<file path="src/hw/rtl/dctp_pkg.sv">
// Package for the dithered chunky-to-planar unit.
// Holds the geometry constants, the word types and the dither slot function.
// No dependencies.
package dctp_pkg;

  localparam int unsigned SOURCE_ROWS    = 64;
  localparam int unsigned SOURCE_COLUMNS = 80;

  localparam int unsigned NumPixels  = 8;
  localparam int unsigned LevelWidth = 5;
  localparam int unsigned PlaneWidth = 16;
  localparam int unsigned AddrWidth  = 17;
  localparam int unsigned CountWidth = 8;
  localparam int unsigned CfgIdxWidth = 2;
  localparam int unsigned CfgDataWidth = 9;

  localparam logic [CountWidth-1:0] WideLastCol =
      CountWidth'(SOURCE_COLUMNS / 4 - 1);
  localparam logic [CountWidth-1:0] NarrowLastCol =
      CountWidth'(SOURCE_COLUMNS / 8 - 1);
  localparam logic [CountWidth-1:0] LastRow = CountWidth'(SOURCE_ROWS - 1);

  localparam logic [6:0] LineWords    = 7'd80;
  localparam logic [8:0] WideStride   = 9'd320;
  localparam logic [8:0] NarrowStride = 9'd160;

  typedef enum logic [CfgIdxWidth-1:0] {
    CFG_WIDE_MODE = 2'd0,
    CFG_BASE_LINE = 2'd1
  } cfg_idx_e;

  typedef struct packed {
    logic [LevelWidth-1:0] level0;
    logic [LevelWidth-1:0] level1;
    logic [LevelWidth-1:0] level2;
    logic [LevelWidth-1:0] level3;
    logic [LevelWidth-1:0] level4;
    logic [LevelWidth-1:0] level5;
    logic [LevelWidth-1:0] level6;
    logic [LevelWidth-1:0] level7;
  } pix_word_t;

  typedef struct packed {
    logic [AddrWidth-1:0]  word_address;
    logic [PlaneWidth-1:0] plane_bit0;
    logic [PlaneWidth-1:0] plane_bit1;
    logic [PlaneWidth-1:0] plane_bit2;
    logic [PlaneWidth-1:0] plane_bit3;
    logic                  row_end;
    logic                  frame_end;
  } plane_word_t;

  typedef struct packed {
    logic [CfgIdxWidth-1:0]  index;
    logic [CfgDataWidth-1:0] data;
  } cfg_word_t;

  // Returns {upper, lower} slot bits for bitplane p. Zero and odd levels fill
  // the slot with bit p of the halved level; even levels put bit p of h-1 in
  // the lower bits.
  function automatic logic [1:0] slot_pair(logic [LevelWidth-1:0] level, logic [1:0] p);
    logic [3:0] h;
    logic [3:0] hm;
    logic [1:0] res;
    h  = level[4:1];
    hm = h - 4'd1;
    if (level == '0 || level[0]) begin
      res = {h[p], h[p]};
    end else begin
      res = {h[p], hm[p]};
    end
    return res;
  endfunction

endpackage

</file>
<file path="src/hw/rtl/dctp_if.sv">
// Handshake interfaces for the dithered chunky-to-planar unit.
// Depends on dctp_pkg for the word types.
interface dctp_pix_if;
  logic                 valid;
  logic                 ready;
  dctp_pkg::pix_word_t  data;
  modport source (output valid, output data, input ready);
  modport sink (input valid, input data, output ready);
endinterface

interface dctp_plane_if;
  logic                  valid;
  logic                  ready;
  dctp_pkg::plane_word_t data;
  modport source (output valid, output data, input ready);
  modport sink (input valid, input data, output ready);
endinterface

interface dctp_cfg_if;
  logic                valid;
  logic                ready;
  dctp_pkg::cfg_word_t data;
  modport source (output valid, output data, input ready);
  modport sink (input valid, input data, output ready);
endinterface

</file>
<file path="src/hw/rtl/dithered_chunky_to_planar_unit.sv">
// Top level of the dithered chunky-to-planar unit.
// Depends on dctp_pkg and the interfaces in dctp_if.sv.
//
//   channel  direction  word
//   pix_i    in         eight 5-bit shade levels
//   word_o   out        address, four bitplane words, row and frame end flags
//   cfg_i    in         register index and write data, always ready
//
// One word enters per cycle unless stalled, via the input and result registers.
// The column and row counters advance when a word is accepted, so the
// address path is two constant multiplies and adds between the input and result
// registers. A stalled result holds in the result register while one more
// word waits in the input register. Reset empties both stages, clears the
// counters and the base line, and selects wide mode.
module dithered_chunky_to_planar_unit (
  input  logic                clk_i,
  input  logic                rst_ni,
  dctp_pix_if.sink            pix_i,
  dctp_plane_if.source        word_o,
  dctp_cfg_if.sink            cfg_i
);

  logic                                wide_mode_q;
  logic [dctp_pkg::CfgDataWidth-1:0]   base_line_q;
  logic [dctp_pkg::CountWidth-1:0]     col_q, col_d;
  logic [dctp_pkg::CountWidth-1:0]     row_q, row_d;

  logic                                s1_valid_q;
  dctp_pkg::pix_word_t                 s1_pix_q;
  logic [dctp_pkg::CountWidth-1:0]     s1_col_q;
  logic [dctp_pkg::CountWidth-1:0]     s1_row_q;
  logic                                s1_rend_q;
  logic                                s1_fend_q;

  logic                                out_valid_q;
  dctp_pkg::plane_word_t               out_q, out_d;

  logic                                s2_ready;
  logic                                in_ready;
  logic                                in_fire;
  logic                                rend;
  logic                                fend;
  logic [dctp_pkg::CountWidth-1:0]     last_col;

  logic [dctp_pkg::LevelWidth-1:0]     levels [dctp_pkg::NumPixels];
  logic [dctp_pkg::PlaneWidth-1:0]     planes [4];
  logic [1:0]                          pair;

  assign s2_ready = !out_valid_q || word_o.ready;
  assign in_ready = !s1_valid_q || s2_ready;
  assign in_fire  = pix_i.valid && in_ready;

  assign pix_i.ready  = in_ready;
  assign cfg_i.ready  = 1'b1;
  assign word_o.valid = out_valid_q;
  assign word_o.data  = out_q;

  always_ff @(posedge clk_i or negedge rst_ni) begin
    if (!rst_ni) begin
      wide_mode_q <= 1'b1;
      base_line_q <= '0;
    end else if (cfg_i.valid) begin
      case (cfg_i.data.index)
        dctp_pkg::CFG_WIDE_MODE: wide_mode_q <= cfg_i.data.data[0];
        dctp_pkg::CFG_BASE_LINE: base_line_q <= cfg_i.data.data;
        default: ;
      endcase
    end
  end

  always_comb begin
    last_col = wide_mode_q ? dctp_pkg::WideLastCol : dctp_pkg::NarrowLastCol;
    rend     = col_q >= last_col;
    fend     = rend && (row_q >= dctp_pkg::LastRow);
    col_d    = col_q;
    row_d    = row_q;
    if (in_fire) begin
      if (rend) begin
        col_d = '0;
        row_d = fend ? '0 : row_q + 1'b1;
      end else begin
        col_d = col_q + 1'b1;
      end
    end
  end

  always_ff @(posedge clk_i or negedge rst_ni) begin
    if (!rst_ni) begin
      col_q       <= '0;
      row_q       <= '0;
      s1_valid_q  <= 1'b0;
      out_valid_q <= 1'b0;
    end else begin
      col_q <= col_d;
      row_q <= row_d;
      if (in_ready) begin
        s1_valid_q <= pix_i.valid;
      end
      if (s2_ready) begin
        out_valid_q <= s1_valid_q;
      end
    end
  end

  always_ff @(posedge clk_i) begin
    if (in_fire) begin
      s1_pix_q  <= pix_i.data;
      s1_col_q  <= col_q;
      s1_row_q  <= row_q;
      s1_rend_q <= rend;
      s1_fend_q <= fend;
    end
    if (s2_ready && s1_valid_q) begin
      out_q <= out_d;
    end
  end

  assign levels[0] = s1_pix_q.level0;
  assign levels[1] = s1_pix_q.level1;
  assign levels[2] = s1_pix_q.level2;
  assign levels[3] = s1_pix_q.level3;
  assign levels[4] = s1_pix_q.level4;
  assign levels[5] = s1_pix_q.level5;
  assign levels[6] = s1_pix_q.level6;
  assign levels[7] = s1_pix_q.level7;

  // Pixel 0 lands at the most significant end of each plane word.
  always_comb begin
    pair = '0;
    for (int p = 0; p < 4; p++) begin
      planes[p] = '0;
      if (wide_mode_q) begin
        for (int i = 0; i < 4; i++) begin
          pair = dctp_pkg::slot_pair(levels[i], 2'(p));
          planes[p][15-4*i -: 4] = {pair, pair};
        end
      end else begin
        for (int i = 0; i < dctp_pkg::NumPixels; i++) begin
          pair = dctp_pkg::slot_pair(levels[i], 2'(p));
          planes[p][15-2*i -: 2] = pair;
        end
      end
    end
  end

  always_comb begin
    out_d.word_address =
        dctp_pkg::AddrWidth'(dctp_pkg::LineWords) * dctp_pkg::AddrWidth'(base_line_q) +
        dctp_pkg::AddrWidth'(s1_row_q) *
            dctp_pkg::AddrWidth'(wide_mode_q ? dctp_pkg::WideStride
                                             : dctp_pkg::NarrowStride) +
        dctp_pkg::AddrWidth'(s1_col_q);
    out_d.plane_bit0 = planes[0];
    out_d.plane_bit1 = planes[1];
    out_d.plane_bit2 = planes[2];
    out_d.plane_bit3 = planes[3];
    out_d.row_end    = s1_rend_q;
    out_d.frame_end  = s1_fend_q;
  end

endmodule

</file>
<file path="src/flat_wrapper.sv">
// flat-port wrapper written by rule: the top's interface ports become plain ports
module dithered_chunky_to_planar_unit_flat 
  (clk_i, rst_ni, pix_i_valid, pix_i_data, pix_i_ready, word_o_valid, word_o_data, word_o_ready, cfg_i_valid, cfg_i_data, cfg_i_ready);
  dctp_pix_if pix_i_i ();
  dctp_plane_if word_o_i ();
  dctp_cfg_if cfg_i_i ();
  input  logic clk_i;
  input  logic rst_ni;
  input wire logic [$bits(pix_i_i.valid)-1:0] pix_i_valid;
  input wire logic [$bits(pix_i_i.data)-1:0] pix_i_data;
  output wire logic [$bits(pix_i_i.ready)-1:0] pix_i_ready;
  output wire logic [$bits(word_o_i.valid)-1:0] word_o_valid;
  output wire logic [$bits(word_o_i.data)-1:0] word_o_data;
  input wire logic [$bits(word_o_i.ready)-1:0] word_o_ready;
  input wire logic [$bits(cfg_i_i.valid)-1:0] cfg_i_valid;
  input wire logic [$bits(cfg_i_i.data)-1:0] cfg_i_data;
  output wire logic [$bits(cfg_i_i.ready)-1:0] cfg_i_ready;
  assign pix_i_i.valid = pix_i_valid;
  assign pix_i_i.data = pix_i_data;
  assign pix_i_ready = pix_i_i.ready;
  assign word_o_valid = word_o_i.valid;
  assign word_o_data = word_o_i.data;
  assign word_o_i.ready = word_o_ready;
  assign cfg_i_i.valid = cfg_i_valid;
  assign cfg_i_i.data = cfg_i_data;
  assign cfg_i_ready = cfg_i_i.ready;
  dithered_chunky_to_planar_unit u_core (.clk_i(clk_i), .rst_ni(rst_ni), .pix_i(pix_i_i), .word_o(word_o_i), .cfg_i(cfg_i_i));
endmodule
</file>
<file path="config.mk">
export PLATFORM = sky130hd
export DESIGN_NAME = dithered_chunky_to_planar_unit_flat
export DESIGN_NICKNAME = d
export VERILOG_FILES = /design/src/hw/rtl/dctp_pkg.sv /design/src/hw/rtl/dctp_if.sv /design/src/hw/rtl/dithered_chunky_to_planar_unit.sv /design/src/flat_wrapper.sv
export SDC_FILE = /design/constraint.sdc
export NUM_CORES = 1
export LEC_CHECK = 0
export BUFFER_PORTS_ARGS = -buffer_cell sky130_fd_sc_hd__buf_4
export CAP_MARGIN = 5
export CORE_UTILIZATION = 50
export DETAILED_ROUTE_END_ITERATION = 12
export PLACE_DENSITY = 0.72
export SYNTH_ARGS = -nofsm -noshare
export SYNTH_HDL_FRONTEND = slang
export SYNTH_SLANG_ARGS = --single-unit
export TNS_END_PERCENT = 100
</file>
<file path="constraint.sdc">
create_clock -name clk_i -period 5.95 [get_ports clk_i]
set_clock_uncertainty 0.05 [all_clocks]
set_input_delay 0 -clock clk_i [delete_from_list [all_inputs] [get_ports clk_i]]
set_output_delay 0 -clock clk_i [all_outputs]
set_load 0.02 [all_outputs]
</file>
==> results of run 1 <==
[per-stage QoR]
step / util [%] / instances / worst slack (ps) / hold slack (ps)
6_report: 66.1 / 1116 / 951 / 38.8
5_1_grt: 66.1 / 1115 / 675 / 51.1
4_1_cts: 66.1 / 1114 / 968 / 29.1
3_5_place_dp: 59.1 / 1026 / 987 / -106
3_3_place_gp: 59.1 / 1026 / 1100 / -115
2_1_floorplan: - / 682 / 925 / -346
[registers in the layout, summed over array words and instances, names as in the netlist, 8 cells and up]
register	cells
u_core.s1_row_q	8
u_core.col_q	8
u_core.base_line_q	9
u_core.levels	40
u_core.word_o.data	83
u_core.row_q	8
u_core.s1_col_q	8
[per-layer routing]
metal  GRT usage (%)  share of wire (%)
met5               0                  0
met3            5.02                5.4
met2            39.7                 52
met1            25.8                 40
met4            7.85                2.1
[final cells by class]
type	count	area, µm²
clock inverter	13	153
clock buffer	19	433
inverter	57	214
timing repair buffer	198	1640
tap	220	275
antenna	2	5.00
multi-input combinational	438	3350
fill	1214	5640
sequential	169	4940
[synthesized netlist by cell type, types with 14 or more instances]
cell,number
edfxtp_1,141
xnor2_1,18
o21ai_0,41
dfrtp_1,27
fa_1,17
nor3_1,28
nand2_1,58
nor2_1,20
a21oi_1,25
nand3_1,15
ha_1,76
clkbuf_1,14
inv_1,57
[worst max-delay path: stages, from the launching register on]
cell      delay (ps)
dfrtp_1          400
ha_1             300
ha_1             190
inv_1             60
fa_1             390
xnor2_1          150
ha_1             320
fa_1             470
ha_1             330
fa_1             480
ha_1             310
ha_1             380
nand3_1          110
o211ai_1         150
o211ai_1         310
o221ai_1         190
xnor2_1          150
[power groups by stage]
stage	sequential [mW]	combinational, mW	clock [mW]
3_5_place_dp	1.75	2.40	0
2_1_floorplan	1.85	1.68	0
4_1_cts	1.72	2.46	1.11
6_report	1.72	2.45	1.10
3_3_place_gp	1.74	2.34	0
5_1_grt	1.75	2.76	1.16
[final timing paths]
kind | startpoint | endpoint
hold / removal | rst_ni | u_core.col_q[6]
setup reg to reg | u_core.base_line_q[1] | u_core.word_o.data[82]
min in group clk_i | pix_i_data[14] | u_core.levels[14]
setup / recovery | u_core.base_line_q[1] | u_core.word_o.data[82]
hold reg to reg | u_core.s1_rend_q | u_core.word_o.data[1]
max in group asynchronous | rst_ni | u_core.col_q[0]
[cell families (layout without fill, tap and decap cells)]
kind of cell	Yosys count	in the layout	share of synthesized area, %
adders and majority gates	93	93	15.1
AOI/OAI and AO/OA	130	130	9.55
other	2	6	0.0878
DFF	169	169	57.7
xor gates and xnor gates	24	24	2.46
and+or+nand+nor	173	173	9.99
buffers and inverters	75	287	3.33
muxes	14	14	1.83
[repair_timing]
action                                  4_1_cts  5_1_grt
endpoints found under the hold margin        81        0
endpoints found under the setup margin        0        0
hold buffers                                 56        0
==> impl_results.md, run 1 <==
* Post-DP Area at 9840 µm²
* WL final at 18,600 µm
* Max-slew violation total from the final report at 0
* Final Net Count at 1,030
* Iter 0 DRT Violations at 402
* Worst skew pair latency at 420 ps
* Post-synthesis async set-or-reset flop share at 16.6%
* Initial Util at 51.4%
* Tot Pwr at 5.27 mW
* Hold Crit Class: input port to asynchronous set/reset pin
* Part of the power in registers at 32.7%
* Initial antenna violation count at 1
* # Max-Cap Violations at 0
* Post-CTS Setup Inserts at 0
* Core Rows at 47
* Commonest cells after routing, fill and taps aside: buf_4, edfxtp_1, ha_1
* Critical Path AT at 5120 ps
* Critical Path Fanout Max at 6
* First-pass GRT wire length at 29,700 µm
* Crit path kind: register to register
* Via density at 5.36
* Boundary pin count at 142
* Fin crit share at 84.0%
* Minimum clock period at 5000 ps
* Number of flops mapped to enable cells by yosys at 141
* Synth Register Bits at 169
* Clk sink count at 169
* Top FF cell, synth: edfxtp_1
* Cts bufs inserted at 17
* Post-DP HPWL at 12,900 µm
* Synth area leaders: edfxtp_1, ha_1, dfrtp_1, fa_1, nand2_1
* Syn_area_per_cell at 12.6 µm²
* Leak at 4.74 nW
* Syn Inst Count at 680
* Peak VDD IR at 0.000387 V
* H-tree Lvls at 4
* # resized after CTS at 0
* Internal at 3.36 mW
* Cell type with the largest total area after synthesis: edfxtp_1
* Worst-margin pin slew at 1070 ps
* Max Fclk at 0.200 GHz
* Switching power total at 1.90 mW
* Setup Viol. Count Final at 0
* TritonCTS clock tree: done
* Wire per inst at 16.7 µm
* R2R Setup Slk at 950 ps
* Synth top area share at 49.5%
* Sequential area share after synthesis at 57.7%
* CP required at 6070 ps
* Drt pass-1 iters at 5
* Slew headroom at 28.7%
* Worst setup SP type: register
* Area grow syn2layout at 28.5%
* Vias in the first global route at 5,976
* Fin Setup TNS at 0 ps
* Root buffer cell: clkbuf_16
* R2R depth at 16
* Share of cells above drive strength 1 at 22.1%
* Post-Syn Area at 8560 µm²
* Most common cell after layout, fill and taps aside: buf_4
* Die Y-Extent at 133 µm
* GRT Total Usage at 22.1%
* Port buffer count at 140
* Die Width at 133 µm
* Design Area, Final at 11,000 µm²
* Comb pwr share at 46.4%
* Antenna-violating nets left at 0
* Hold Vio Cnt, Final at 0
* Yosys warns at 0
* Cell variety after synth at 58
* Status: completed
* PD cells at 479 nW/µm²
* Vias after detailed routing at 5,985
* Clock slew at reported path FFs at 60 ps
* Setup crit end kind: register
* Remaining global-route overflow at 0
* Routability congestion estimate at 0.868
* Total die area at 17,600 µm²
* Clock Path Buffers at 2
* Clock Power Share at 20.8%
* Residual DRC at 0
* Unrepaired setup endpoints after global routing: no
* Core Footprint at 16,600 µm²
* Pin count of the biggest net entering global routing at 84
* Sw Ratio at 36.1%
Power figures use the tool's default switching activity.
==> run 2: changes to the inputs <==
Clock period 5.95 ns to 4.75 ns, I/O delays scaled along.
==> run 2 against run 1 <==
Utilization increased by 1.7 points. Fmax increased by 6.9%. Highest routed layer unchanged. Sequential power grew 26%. First-iteration DRC count grew 5.0%. Critical path depth increased by 4. Count of clock-buffer cells in the layout is 1 lower. The flow now finishes with violations (negative hold slack).
==> impl_results.md, run 2 (synthesis gave the netlist of run 1 again) <==
* Vias after detailed routing at 6,102 (+2.0%)
* Area grow syn2layout at 31.8%
* Die Y-Extent at 133 µm (unchanged)
* Leak at 4.78 nW (+0.99%)
* Die Width at 133 µm (unchanged)
* Iter 0 DRT Violations at 422 (+5.0%)
* Setup crit end kind: register
* Wire per inst at 16.9 µm (+1.4%)
* Pre-CTS setup slack at -81.3 ps (-1070 ps)
* Setup Viol. Count Final at 0 (unchanged)
* Antenna-violating nets left at 0 (unchanged)
* Worst setup SP type: register
* Post-DP Area at 9910 µm² (+0.74%)
* Boundary pin count at 142 (unchanged)
* Most common cell after layout, fill and taps aside: buf_4
* Final Net Count at 1,040 (+0.97%)
* Hold Vio Cnt, Final at 1 (+1)
* Routability congestion estimate at 0.851 (-2.0%)
* Placed Instances at 1,034 (+0.78%)
* Residual DRC at 0 (unchanged)
* Met3 Use GR at 4.25% (-0.77 points)
* Drt pass-1 iters at 6 (+1)
* Clock Path Buffers at 2 (unchanged)
* First-pass GRT wire length at 30,400 µm (+2.2%)
* Global Route met1 Usage at 27.3% (+1.5 points)
* Non-filler cells, final at 1,125 (+0.81%)
* Fin Setup TNS at 0 ps (unchanged)
* GRT busiest layer: met2
* Critical Path Fanout Max at 5 (-1)
* Commonest cells after routing, fill and taps aside: buf_4, edfxtp_1, ha_1
* Max Fclk at 0.214 GHz (+6.9%)
* Met2 GRT Util at 38.6% (-1.1 points)
* H-tree Lvls at 4 (unchanged)
* Minimum clock period at 4670 ps (-325 ps)
* Initial Util at 51.4% (unchanged)
* PD cells at 652 nW/µm² (+36%)
* Fin util at 67.8% (+1.7 points)
* Hold_ws at -0.162 ps (-39.0 ps)
* Max FFs per register at 83 (unchanged)
* Clk sink count at 169 (unchanged)
* WL final at 19,000 µm (+2.2%)
* Worst-margin pin slew at 1080 ps (+16.1 ps)
* Peak VDD IR at 0.000508 V (+31%)
* Crit path kind: register to register
* Total die area at 17,600 µm² (unchanged)
* Share of cells above drive strength 1 at 26.2% (+4.1 points)
* Core Rows at 47 (unchanged)
* Clock slew at reported path FFs at 70 ps (about the same)
* Port buffer count at 140 (unchanged)
* Tot Pwr at 7.36 mW (+40%)
* Status: finished, violations left
* Cts bufs inserted at 17 (unchanged)
* Slew headroom at 27.7% (-1.1 points)
* Violated checks: negative hold slack
* Worst skew pair latency at 430 ps (about the same)
* Setup WS post-layout at 75.1 ps (-875 ps)
* Root buffer cell: clkbuf_16
* Design Area, Final at 11,300 µm² (+2.5%)
* Fin crit share at 98.4% (+14 points)
* Critical Path AT at 4800 ps (-320 ps)
* R2R depth at 20 (+4)
* GRT Total Usage at 22.4% (+0.27 points)
* # Max-Cap Violations at 0 (unchanged)
* Core Footprint at 16,600 µm² (unchanged)
* Max-slew violation total from the final report at 0 (unchanged)
* Via density at 5.42 (+1.1%)
* Vias in the first global route at 6,256 (+4.7%)
* Unrepaired setup endpoints after global routing: yes
* Remaining global-route overflow at 0 (unchanged)
* Initial antenna violation count at 1 (unchanged)
* TritonCTS clock tree: done
* CP required at 4870 ps (-1200 ps)
* Pin count of the biggest net entering global routing at 84 (unchanged)
* Hold Crit Class: input port to asynchronous set/reset pin
* Post-DP HPWL at 12,800 µm (-0.47%)
## run 2: cell count changes in the layout (fill, tap and decap cells not counted), sizes merged
cell      before  now
inv           58   61
clkbuf        19   18
diode          2    1
buf          143  153
bufinv         3    2
clkinvlp       3    2
## run 2: repair_timing
action | 4_1_cts | 5_1_grt
buffers inserted | 1 | 1
pin swaps | 6 | 25
setup endpoints to repair | 5 | 6
endpoints found under the hold margin | 82 | 0
gates resized for setup | 7 | 23
hold buffers | 56 | 0
## run 2: critical path: stages (launching register included)
cell and delay (ps):
dfrtp_1 410, ha_4 290, ha_4 120, inv_2 30, fa_2 380, nor2b_1 140, o21a_1 160, nor2_1 60
xnor2_1 120, ha_1 290, inv_2 40, fa_1 510, inv_2 40, fa_2 550, ha_4 130, ha_4 210
a21o_1 190, a21oi_2 140, or3b_1 380, o221ai_2 80, xnor2_1 90
## run 2: cell type report
cell class                 instances  area, µm²
antenna                            1       2.50
clock buffer                      18        429
clock inverter                    14        146
fill                            1131       5370
inverter                          57        214
multi-input combinational        438       3560
sequential                       169       4940
tap                              220        275
timing repair buffer             208       1710
## run 2: routing by layer
layer	part of all wire, %	up-vias	routed length, µm
li1	-	2891	-
met3	5.8	44	1100
met1	41	2920	7730
met4	2.7	0	517
met2	51	247	9690
met5	0	-	0
## run 2: path summary, 6_finish.rpt
check	from	endpoint	slack, ps
max	u_core.base_line_q[3]	u_core.word_o.data[81]	80
min	rst_ni	u_core.col_q[0]	-0.2
max reg2reg	u_core.base_line_q[3]	u_core.word_o.data[81]	80
min reg2reg	u_core.s1_rend_q	u_core.word_o.data[1]	380
max in group asynchronous	rst_ni	u_core.row_q[7]	4490
min in group clk_i	cfg_i_data[10]	u_core.base_line_q[4]	190
## run 2: report_power, final
group | switching (mW) | internal, mW | total, mW
Clock | 0.570 | 0.777 | 1.35
Sequential | 0.140 | 2.02 | 2.16
Combinational | 1.99 | 1.86 | 3.85
